## src/rtl/ubt_pkg.sv

```systemverilog
// ----------------------------------------------------------------------------
// ubt_pkg: shared types and constants of the unordered bag table
// Operation codes, result bundle and default sizes.
// ----------------------------------------------------------------------------
package ubt_pkg;

    localparam int DEPTH_DEF = 16;   // number of entries
    localparam int WIDTH_DEF = 32;   // significant value bits
    localparam int VALUE_W   = 32;   // width of the value field on the port
    localparam int OP_W      = 2;
    localparam int COUNT_W   = 5;    // width of the count field of a result

    typedef enum logic [OP_W-1:0] {
        OP_INSERT   = 2'd0,
        OP_REMOVE   = 2'd1,
        OP_CONTAINS = 2'd2,
        OP_CLEAR    = 2'd3
    } op_t;

    // Finished result handed from the sequencer to the output register.
    typedef struct packed {
        logic               valid;
        logic               found;
        logic               rejected;
        logic               empty_res;
        logic [COUNT_W-1:0] count;
    } res_t;

endpackage

```

## src/rtl/unordered_bag_table_unit.sv

```systemverilog
// ----------------------------------------------------------------------------
// unordered_bag_table_unit: unsorted bag of values with compaction
// Insert appends, remove deletes the first match and closes the gap,
// contains searches, clear empties the table. One result per request.
//
//   channel | dir | tdata                  | tuser
//   --------+-----+------------------------+-----------
//   s_      | in  | [31:0] value           | [1:0] op
//   m_      | out | [0] found, [1] rejected| -
//           |     | [2] empty_res,[7:3] cnt|
//
// Steps: insert and clear go straight from the request to the result; contains
// and remove read and compare entries in turn up to the first match or the end,
// and a remove then moves each later entry down with a read and a write. This is
// set by the single read port of the entry memory and the one shared comparator.
// Reset: synchronous, active low; the table is empty afterwards.
// Stalls: a held result sits in the output register while the next request
// is accepted and worked on; the sequencer waits only to hand over a result.
// ----------------------------------------------------------------------------
module unordered_bag_table_unit import ubt_pkg::*; #(
    parameter int DEPTH = DEPTH_DEF,
    parameter int WIDTH = WIDTH_DEF
) (
    input  logic         aclk,
    input  logic         aresetn,
    // request channel
    input  logic         s_tvalid,
    output logic         s_tready,
    input  logic [31:0]  s_tdata,   // [31:0] value
    input  logic [1:0]   s_tuser,   // [1:0] op
    // result channel
    output logic         m_tvalid,
    input  logic         m_tready,
    output logic [7:0]   m_tdata    // [0] found, [1] rejected, [2] empty_res, [7:3] count
);

    // only the low WIDTH bits of a value take part, never more than the port
    localparam int DW = (WIDTH < VALUE_W) ? WIDTH : VALUE_W;
    localparam int AW = $clog2(DEPTH);
    localparam int CW = $clog2(DEPTH + 1);

    logic          mem_we;
    logic [AW-1:0] mem_waddr;
    logic [DW-1:0] mem_wdata;
    logic [AW-1:0] mem_raddr;
    logic [DW-1:0] mem_rdata;
    res_t          res;
    logic          res_ready;

    logic          m_tvalid_reg, m_tvalid_next;
    logic [7:0]    m_tdata_reg,  m_tdata_next;

    ubt_ctrl #(
        .DEPTH (DEPTH),
        .DW    (DW),
        .AW    (AW),
        .CW    (CW)
    ) u_ctrl (
        .aclk      (aclk),
        .aresetn   (aresetn),
        .req_valid (s_tvalid),
        .req_ready (s_tready),
        .req_op    (op_t'(s_tuser)),
        .req_value (s_tdata[DW-1:0]),
        .mem_we    (mem_we),
        .mem_waddr (mem_waddr),
        .mem_wdata (mem_wdata),
        .mem_raddr (mem_raddr),
        .mem_rdata (mem_rdata),
        .res       (res),
        .res_ready (res_ready)
    );

    ubt_mem #(
        .DEPTH (DEPTH),
        .DW    (DW),
        .AW    (AW)
    ) u_mem (
        .aclk  (aclk),
        .we    (mem_we),
        .waddr (mem_waddr),
        .wdata (mem_wdata),
        .raddr (mem_raddr),
        .rdata (mem_rdata)
    );

    // output register: free when empty or being drained this cycle
    assign res_ready = !m_tvalid_reg || m_tready;

    always_comb begin
        m_tvalid_next = m_tvalid_reg;
        m_tdata_next  = m_tdata_reg;
        if (res_ready) begin
            m_tvalid_next = res.valid;
            if (res.valid) begin
                m_tdata_next = {res.count, res.empty_res, res.rejected, res.found};
            end
        end
    end

    always_ff @(posedge aclk) begin
        if (!aresetn) begin
            m_tvalid_reg <= 1'b0;
        end else begin
            m_tvalid_reg <= m_tvalid_next;
        end
        m_tdata_reg <= m_tdata_next;
    end

    assign m_tvalid = m_tvalid_reg;
    assign m_tdata  = m_tdata_reg;

endmodule

```

## src/rtl/ubt_mem.sv

```systemverilog
// ----------------------------------------------------------------------------
// ubt_mem: entry storage
// One write port, one read port with registered read data.
// ----------------------------------------------------------------------------
module ubt_mem import ubt_pkg::*; #(
    parameter int DEPTH = DEPTH_DEF,
    parameter int DW    = WIDTH_DEF,
    parameter int AW    = $clog2(DEPTH)
) (
    input  logic          aclk,
    input  logic          we,
    input  logic [AW-1:0] waddr,
    input  logic [DW-1:0] wdata,
    input  logic [AW-1:0] raddr,
    output logic [DW-1:0] rdata
);

    logic [DW-1:0] mem [DEPTH];
    logic [DW-1:0] rdata_reg;

    always_ff @(posedge aclk) begin
        if (we) begin
            mem[waddr] <= wdata;
        end
    end

    always_ff @(posedge aclk) begin
        rdata_reg <= mem[raddr];
    end

    assign rdata = rdata_reg;

endmodule

```

## src/rtl/ubt_ctrl.sv

```systemverilog
// ----------------------------------------------------------------------------
// ubt_ctrl: operation sequencer
// Walks the stored entries through one shared equality comparator and
// compacts the table after a remove, one entry per read/write pair.
// ----------------------------------------------------------------------------
module ubt_ctrl import ubt_pkg::*; #(
    parameter int DEPTH = DEPTH_DEF,
    parameter int DW    = WIDTH_DEF,
    parameter int AW    = $clog2(DEPTH),
    parameter int CW    = $clog2(DEPTH + 1)
) (
    input  logic          aclk,
    input  logic          aresetn,
    // request side
    input  logic          req_valid,
    output logic          req_ready,
    input  op_t           req_op,
    input  logic [DW-1:0] req_value,
    // entry storage
    output logic          mem_we,
    output logic [AW-1:0] mem_waddr,
    output logic [DW-1:0] mem_wdata,
    output logic [AW-1:0] mem_raddr,
    input  logic [DW-1:0] mem_rdata,
    // result side
    output res_t          res,
    input  logic          res_ready
);

    typedef enum logic [2:0] {
        ST_IDLE,
        ST_SRD,    // read entry idx for compare
        ST_SCMP,   // compare entry with the request value
        ST_SHRD,   // read entry idx+1 for compaction
        ST_SHWR,   // write it back at idx
        ST_FIN     // result waits for the output register
    } state_t;

    localparam logic [CW-1:0] DEPTH_C = CW'(DEPTH);

    state_t        state_reg, state_next;
    op_t           op_reg,    op_next;
    logic [DW-1:0] val_reg,   val_next;
    logic [CW-1:0] cnt_reg,   cnt_next;
    logic [AW-1:0] idx_reg,   idx_next;
    logic          found_reg, found_next;
    logic          rej_reg,   rej_next;

    logic [AW-1:0] idx_inc;
    logic [CW-1:0] idx_p1;
    logic [CW-1:0] idx_p2;
    logic          hit;

    assign idx_inc = idx_reg + AW'(1);
    assign idx_p1  = CW'(idx_reg) + CW'(1);
    assign idx_p2  = CW'(idx_reg) + CW'(2);
    // the shared compare unit
    assign hit     = (mem_rdata == val_reg);

    always_comb begin
        state_next = state_reg;
        op_next    = op_reg;
        val_next   = val_reg;
        cnt_next   = cnt_reg;
        idx_next   = idx_reg;
        found_next = found_reg;
        rej_next   = rej_reg;
        req_ready  = 1'b0;
        mem_we     = 1'b0;
        mem_waddr  = idx_reg;
        mem_wdata  = mem_rdata;
        mem_raddr  = idx_reg;

        unique case (state_reg)
            ST_IDLE: begin
                req_ready = 1'b1;
                if (req_valid) begin
                    op_next    = req_op;
                    val_next   = req_value;
                    idx_next   = '0;
                    found_next = 1'b0;
                    rej_next   = 1'b0;
                    unique case (req_op)
                        OP_INSERT: begin
                            if (cnt_reg == DEPTH_C) begin
                                rej_next = 1'b1;
                            end else begin
                                mem_we    = 1'b1;
                                mem_waddr = cnt_reg[AW-1:0];
                                mem_wdata = req_value;
                                cnt_next  = cnt_reg + CW'(1);
                            end
                            state_next = ST_FIN;
                        end
                        OP_CLEAR: begin
                            cnt_next   = '0;
                            state_next = ST_FIN;
                        end
                        OP_REMOVE, OP_CONTAINS: begin
                            state_next = (cnt_reg == '0) ? ST_FIN : ST_SRD;
                        end
                    endcase
                end
            end
            ST_SRD: begin
                state_next = ST_SCMP;
            end
            ST_SCMP: begin
                if (hit) begin
                    found_next = 1'b1;
                    if (op_reg != OP_REMOVE) begin
                        state_next = ST_FIN;
                    end else if (idx_p1 == cnt_reg) begin
                        // match on the last entry: nothing to move
                        cnt_next   = cnt_reg - CW'(1);
                        state_next = ST_FIN;
                    end else begin
                        state_next = ST_SHRD;
                    end
                end else if (idx_p1 == cnt_reg) begin
                    state_next = ST_FIN;
                end else begin
                    idx_next   = idx_inc;
                    state_next = ST_SRD;
                end
            end
            ST_SHRD: begin
                mem_raddr  = idx_inc;
                state_next = ST_SHWR;
            end
            ST_SHWR: begin
                mem_we    = 1'b1;
                mem_waddr = idx_reg;
                mem_wdata = mem_rdata;
                if (idx_p2 == cnt_reg) begin
                    cnt_next   = cnt_reg - CW'(1);
                    state_next = ST_FIN;
                end else begin
                    idx_next   = idx_inc;
                    state_next = ST_SHRD;
                end
            end
            ST_FIN: begin
                if (res_ready) begin
                    state_next = ST_IDLE;
                end
            end
            default: begin
                state_next = ST_IDLE;
            end
        endcase
    end

    always_ff @(posedge aclk) begin
        if (!aresetn) begin
            state_reg <= ST_IDLE;
            cnt_reg   <= '0;
            found_reg <= 1'b0;
            rej_reg   <= 1'b0;
        end else begin
            state_reg <= state_next;
            cnt_reg   <= cnt_next;
            found_reg <= found_next;
            rej_reg   <= rej_next;
        end
        op_reg  <= op_next;
        val_reg <= val_next;
        idx_reg <= idx_next;
    end

    always_comb begin
        res.valid     = (state_reg == ST_FIN);
        res.found     = found_reg;
        res.rejected  = rej_reg;
        res.empty_res = (cnt_reg == '0);
        res.count     = COUNT_W'(cnt_reg);
    end

    // fill count never passes capacity
    a_cnt_range: assert property (@(posedge aclk) disable iff (!aresetn)
        cnt_reg <= DEPTH_C)
        else $error("fill count above capacity");

    // a rejected insert only happens on a full table
    a_rej_full: assert property (@(posedge aclk) disable iff (!aresetn)
        (state_reg == ST_FIN && rej_reg) |-> (cnt_reg == DEPTH_C && !found_reg))
        else $error("reject without full table");

    // compaction writes stay inside the occupied range
    a_shift_range: assert property (@(posedge aclk) disable iff (!aresetn)
        (state_reg == ST_SHWR) |-> (idx_p1 < cnt_reg))
        else $error("compaction beyond last entry");

    // a remove that hits may only keep the count or drop it by one
    a_remove_dec: assert property (@(posedge aclk) disable iff (!aresetn)
        (state_reg == ST_SCMP && hit && op_reg == OP_REMOVE) |=>
        (cnt_reg == $past(cnt_reg) || cnt_reg == $past(cnt_reg) - CW'(1)))
        else $error("remove changed count wrongly");

endmodule
```

## config.mk

```make
export PLATFORM = sky130hd
export DESIGN_NAME = unordered_bag_table_unit
export DESIGN_NICKNAME = d
export VERILOG_FILES = /design/src/rtl/ubt_pkg.sv /design/src/rtl/unordered_bag_table_unit.sv /design/src/rtl/ubt_mem.sv /design/src/rtl/ubt_ctrl.sv
export SDC_FILE = /design/constraint.sdc
export NUM_CORES = 1
export LEC_CHECK = 0
export ABC_AREA = 1
export BUFFER_PORTS_ARGS = -buffer_cell sky130_fd_sc_hd__buf_2
export CAP_MARGIN = 10
export CORE_UTILIZATION = 65
export DETAILED_ROUTE_END_ITERATION = 8
export PLACE_DENSITY = 0.82
export REMOVE_ABC_BUFFERS = 1
export SKIP_CTS_REPAIR_TIMING = 1
export SLEW_MARGIN = 30
export SYNTH_ARGS = -nofsm -noshare
export SYNTH_HDL_FRONTEND = slang
export SYNTH_HIERARCHICAL = 1
export SYNTH_SLANG_ARGS = --single-unit
export TNS_END_PERCENT = 5
```

## constraint.sdc

```tcl
create_clock -name aclk -period 9.6 [get_ports aclk]
set_clock_uncertainty 0.05 [all_clocks]
set_input_delay 1.44 -clock aclk [delete_from_list [all_inputs] [get_ports aclk]]
set_output_delay 1.44 -clock aclk [all_outputs]
set_load 0.02 [all_outputs]
```

==> reports/metrics.cfg <==
[detailed_routing]
ant_nets=0
first_pass_iters=6
vias=18400
viasPerCell=5.76
avgRoutedWirePerCell_um=20.5
routed_wirelength_mm=65.4
drc=0
drtIter0Drc=2379

[timing]
fmax_mhz=225
finalCritPeriodShare_pct=46.3
grt_setup_unrepaired=no
finalMaxSlewViolations=0
finalHoldWorstSlack_ns=0.404
finalSetupViolations=0
worst_slew_pin_slew_ns=0.922
slew_headroom_pct=38.5
hold_violations=0
min_period_ns=4.44

[floorplan]
initial_utilization_pct=66.0
placeableCoreArea_mm2=0.0398
num_io_pins=48
die_x_um=203
die_area_mm2=0.0412
die_h_um=203
std_cell_rows=73

[setup_path]
cp.required_ns=9.86
r2r_cells=11
rr_endpoint=u_mem/mem[15][28]$_DFFE_PP_
crit_path_start_kind=input port
critPathMaxFanout=50
setup.worst_path.class=in -> reg
setup.worst_path.end_class=register
r2r-start=u_ctrl/cnt_reg[1]$_SDFFE_PN0P_
reg2reg_slack_ns=5.39
arrival_ns=4.70

[worst_hold_path]
hold_depth=0
hp-class=reg -> reg
worstHoldStart=u_ctrl/found_reg$_SDFFE_PN0P_
hold_end=m_tdata[0]$_DFFE_PP_

[job]
max-cap-violations=0

[synthesis]
synth_area_leaders=edfxtp_1 64%, nand2_1 12%, nand3_1 7.6%
synthFlopType=edfxtp_1
netlist_instances=2586
synth_top_area_share_pct=63.8
async_reset_ff_share_pct=0
syn_area_mm2=0.0263
avgSynthCellArea_um2=10.2
ys_warn_count=6
ys_seq_area_share_pct=67.1
synth_seq_cells=601
synth_cell_type_count=38
synth_edf_count=558
synth_top_area_cell=edfxtp_1

[place]
portBuffers=47
dpl.hpwl_mm=39.1
gp_congestion=0.921

[power]
power_density_mw_per_mm2=318
leakage_nw=12.4
power.total_mw=9.25
vdd_drop_max_mv=0.221

[clock_tree]
cts_buffers=57
cts_root_buf=clkbuf_16
clockBufferDepth=3
clk_latency_ns=0.62
clkTransAtPathRegs_ns=0.06
h-tree-depth=2
tritoncts=built
cts_sinks=601

[global_routing]
grt_usage_pct=32.4
grt-ovfl-total=0
antenna_found_initial=0
grt_pass1_wl_mm=100
grt_pass1_vias=18100
grt_max_degree=102

[final_layout]
diodes=0
drive_above_1_share_pct=8.22
area_delta_synth_final_pct=10.8
largest_register_ffs=512
fin_nets=2661

[run_status]
status=finished clean

-- how the worst max path moves through the flow --
stage	start	end	slack [ns]	depth (start not counted)
2_1_floorplan	u_ctrl/state_reg[0]$_SDFFE_PN0P_	u_mem/rdata[0]$_DFF_P_	-5.73	9
3_3_place_gp	s_tuser[0]	u_mem/mem[4][31]$_DFFE_PP_	4.47	10
3_5_place_dp	s_tuser[0]	u_mem/mem[15][22]$_DFFE_PP_	4.63	11
4_1_cts	s_tuser[0]	u_mem/mem[5][28]$_DFFE_PP_	5.24	11
5_1_grt	s_tuser[0]	u_mem/mem[15][7]$_DFFE_PP_	5.04	11
6_report	s_tuser[0]	u_mem/mem[15][28]$_DFFE_PP_	5.16	11
-- where the power goes --
part / total [mW] / internal (mW) / switching, mW / leakage (nW)
Combinational: 3.39 / 0.860 / 2.53 / 6.13
Clock: 2.23 / 1.28 / 0.952 / 0.900
Sequential: 3.63 / 3.50 / 0.130 / 5.42
-- cells in the mapped netlist (2+ instances only) --
cell type  instances
nor3_1             3
nand2_2            3
buf_4              9
buf_1             14
clkbuf_1          14
ha_1               6
nand4_1            8
nor2_2             3
nor2_1            47
buf_2             46
dfxtp_1           43
xnor2_1           22
nand2_1          867
o22ai_1            2
a21oi_1           14
edfxtp_1         558
nand3b_1           2
buf_6             32
inv_1            443
o21ai_0           18
inv_2             12
a22oi_1            2
nand3_1          400
xor2_1             3
o21ai_1            2
-- cells by family (layout without fill, tap and decap cells) --
group,count (synthesis),after routing,share of synthesized area (%)
simple gates,1341,1341,21.4
compound gates,41,41,0.872
buf+inv,572,650,9.51
xor+xnor,25,25,0.834
fa+ha+maj,6,6,0.286
flops,601,601,67.1
-- cells in the final DEF, fill, tap and decap left out, types with 9 or more instances in the layout --
cell and n:
a21oi_1 14, dfxtp_1 43, nor2_4 18, inv_2 12, buf_16 18, clkinv_2 11, buf_4 21, buf_2 47
clkbuf_1 13, clkbuf_16 59, nand3_1 400, o21ai_1 9, inv_1 442, clkinv_1 13, nor2_1 31, xnor2_1 22
edfxtp_1 558, nand2_1 867
-- worst max-delay path, cell delays in order --
cell and delay (ns):
buf_2 0.12, inv_1 0.05, ha_1 0.14, inv_1 0.09, nor3_4 0.17, buf_4 0.60
inv_2 0.46, nand2_1 0.25, nand3_1 0.39, nor2_4 0.67, buf_16 0.24
-- metal layers --
layer	vias to the layer above	track usage [%]	part of all wire, %
met1	8652	43.1	36
met3	175	6.68	11
met4	0	14.9	4.1
met5	-	0	0
met2	1185	51.7	48
li1	8366	-	-
-- cell type report --
| cell class | instances | area (um^2) |
|---|---|---|
| Multi-Input combinational cell | 1413 | 6350 |
| Tap cell | 525 | 657 |
| Fill cell | 2572 | 10700 |
| Clock buffer | 72 | 1530 |
| Sequential cell | 601 | 17600 |
| Timing Repair Buffer | 88 | 911 |
| Inverter | 456 | 1720 |
| Clock inverter | 34 | 317 |
-- through the flow --
stage | TNS [ns] | instances | cell area, um^2 | utilization, % | setup WS (ns)
6_report | 0 | 3189 | 29100 | 73.1 | 5.16
5_1_grt | 0 | 3189 | 29100 | 73.1 | 5.04
4_1_cts | 0 | 3189 | 29100 | 73.0 | 5.24
3_5_place_dp | 0 | 3083 | 27200 | 68.4 | 4.63
3_3_place_gp | 0 | 3065 | 26700 | 67.2 | 4.47
2_1_floorplan | -182.28 | 2470 | 25500 | - | -5.73
(Power assumes the default switching activity.)
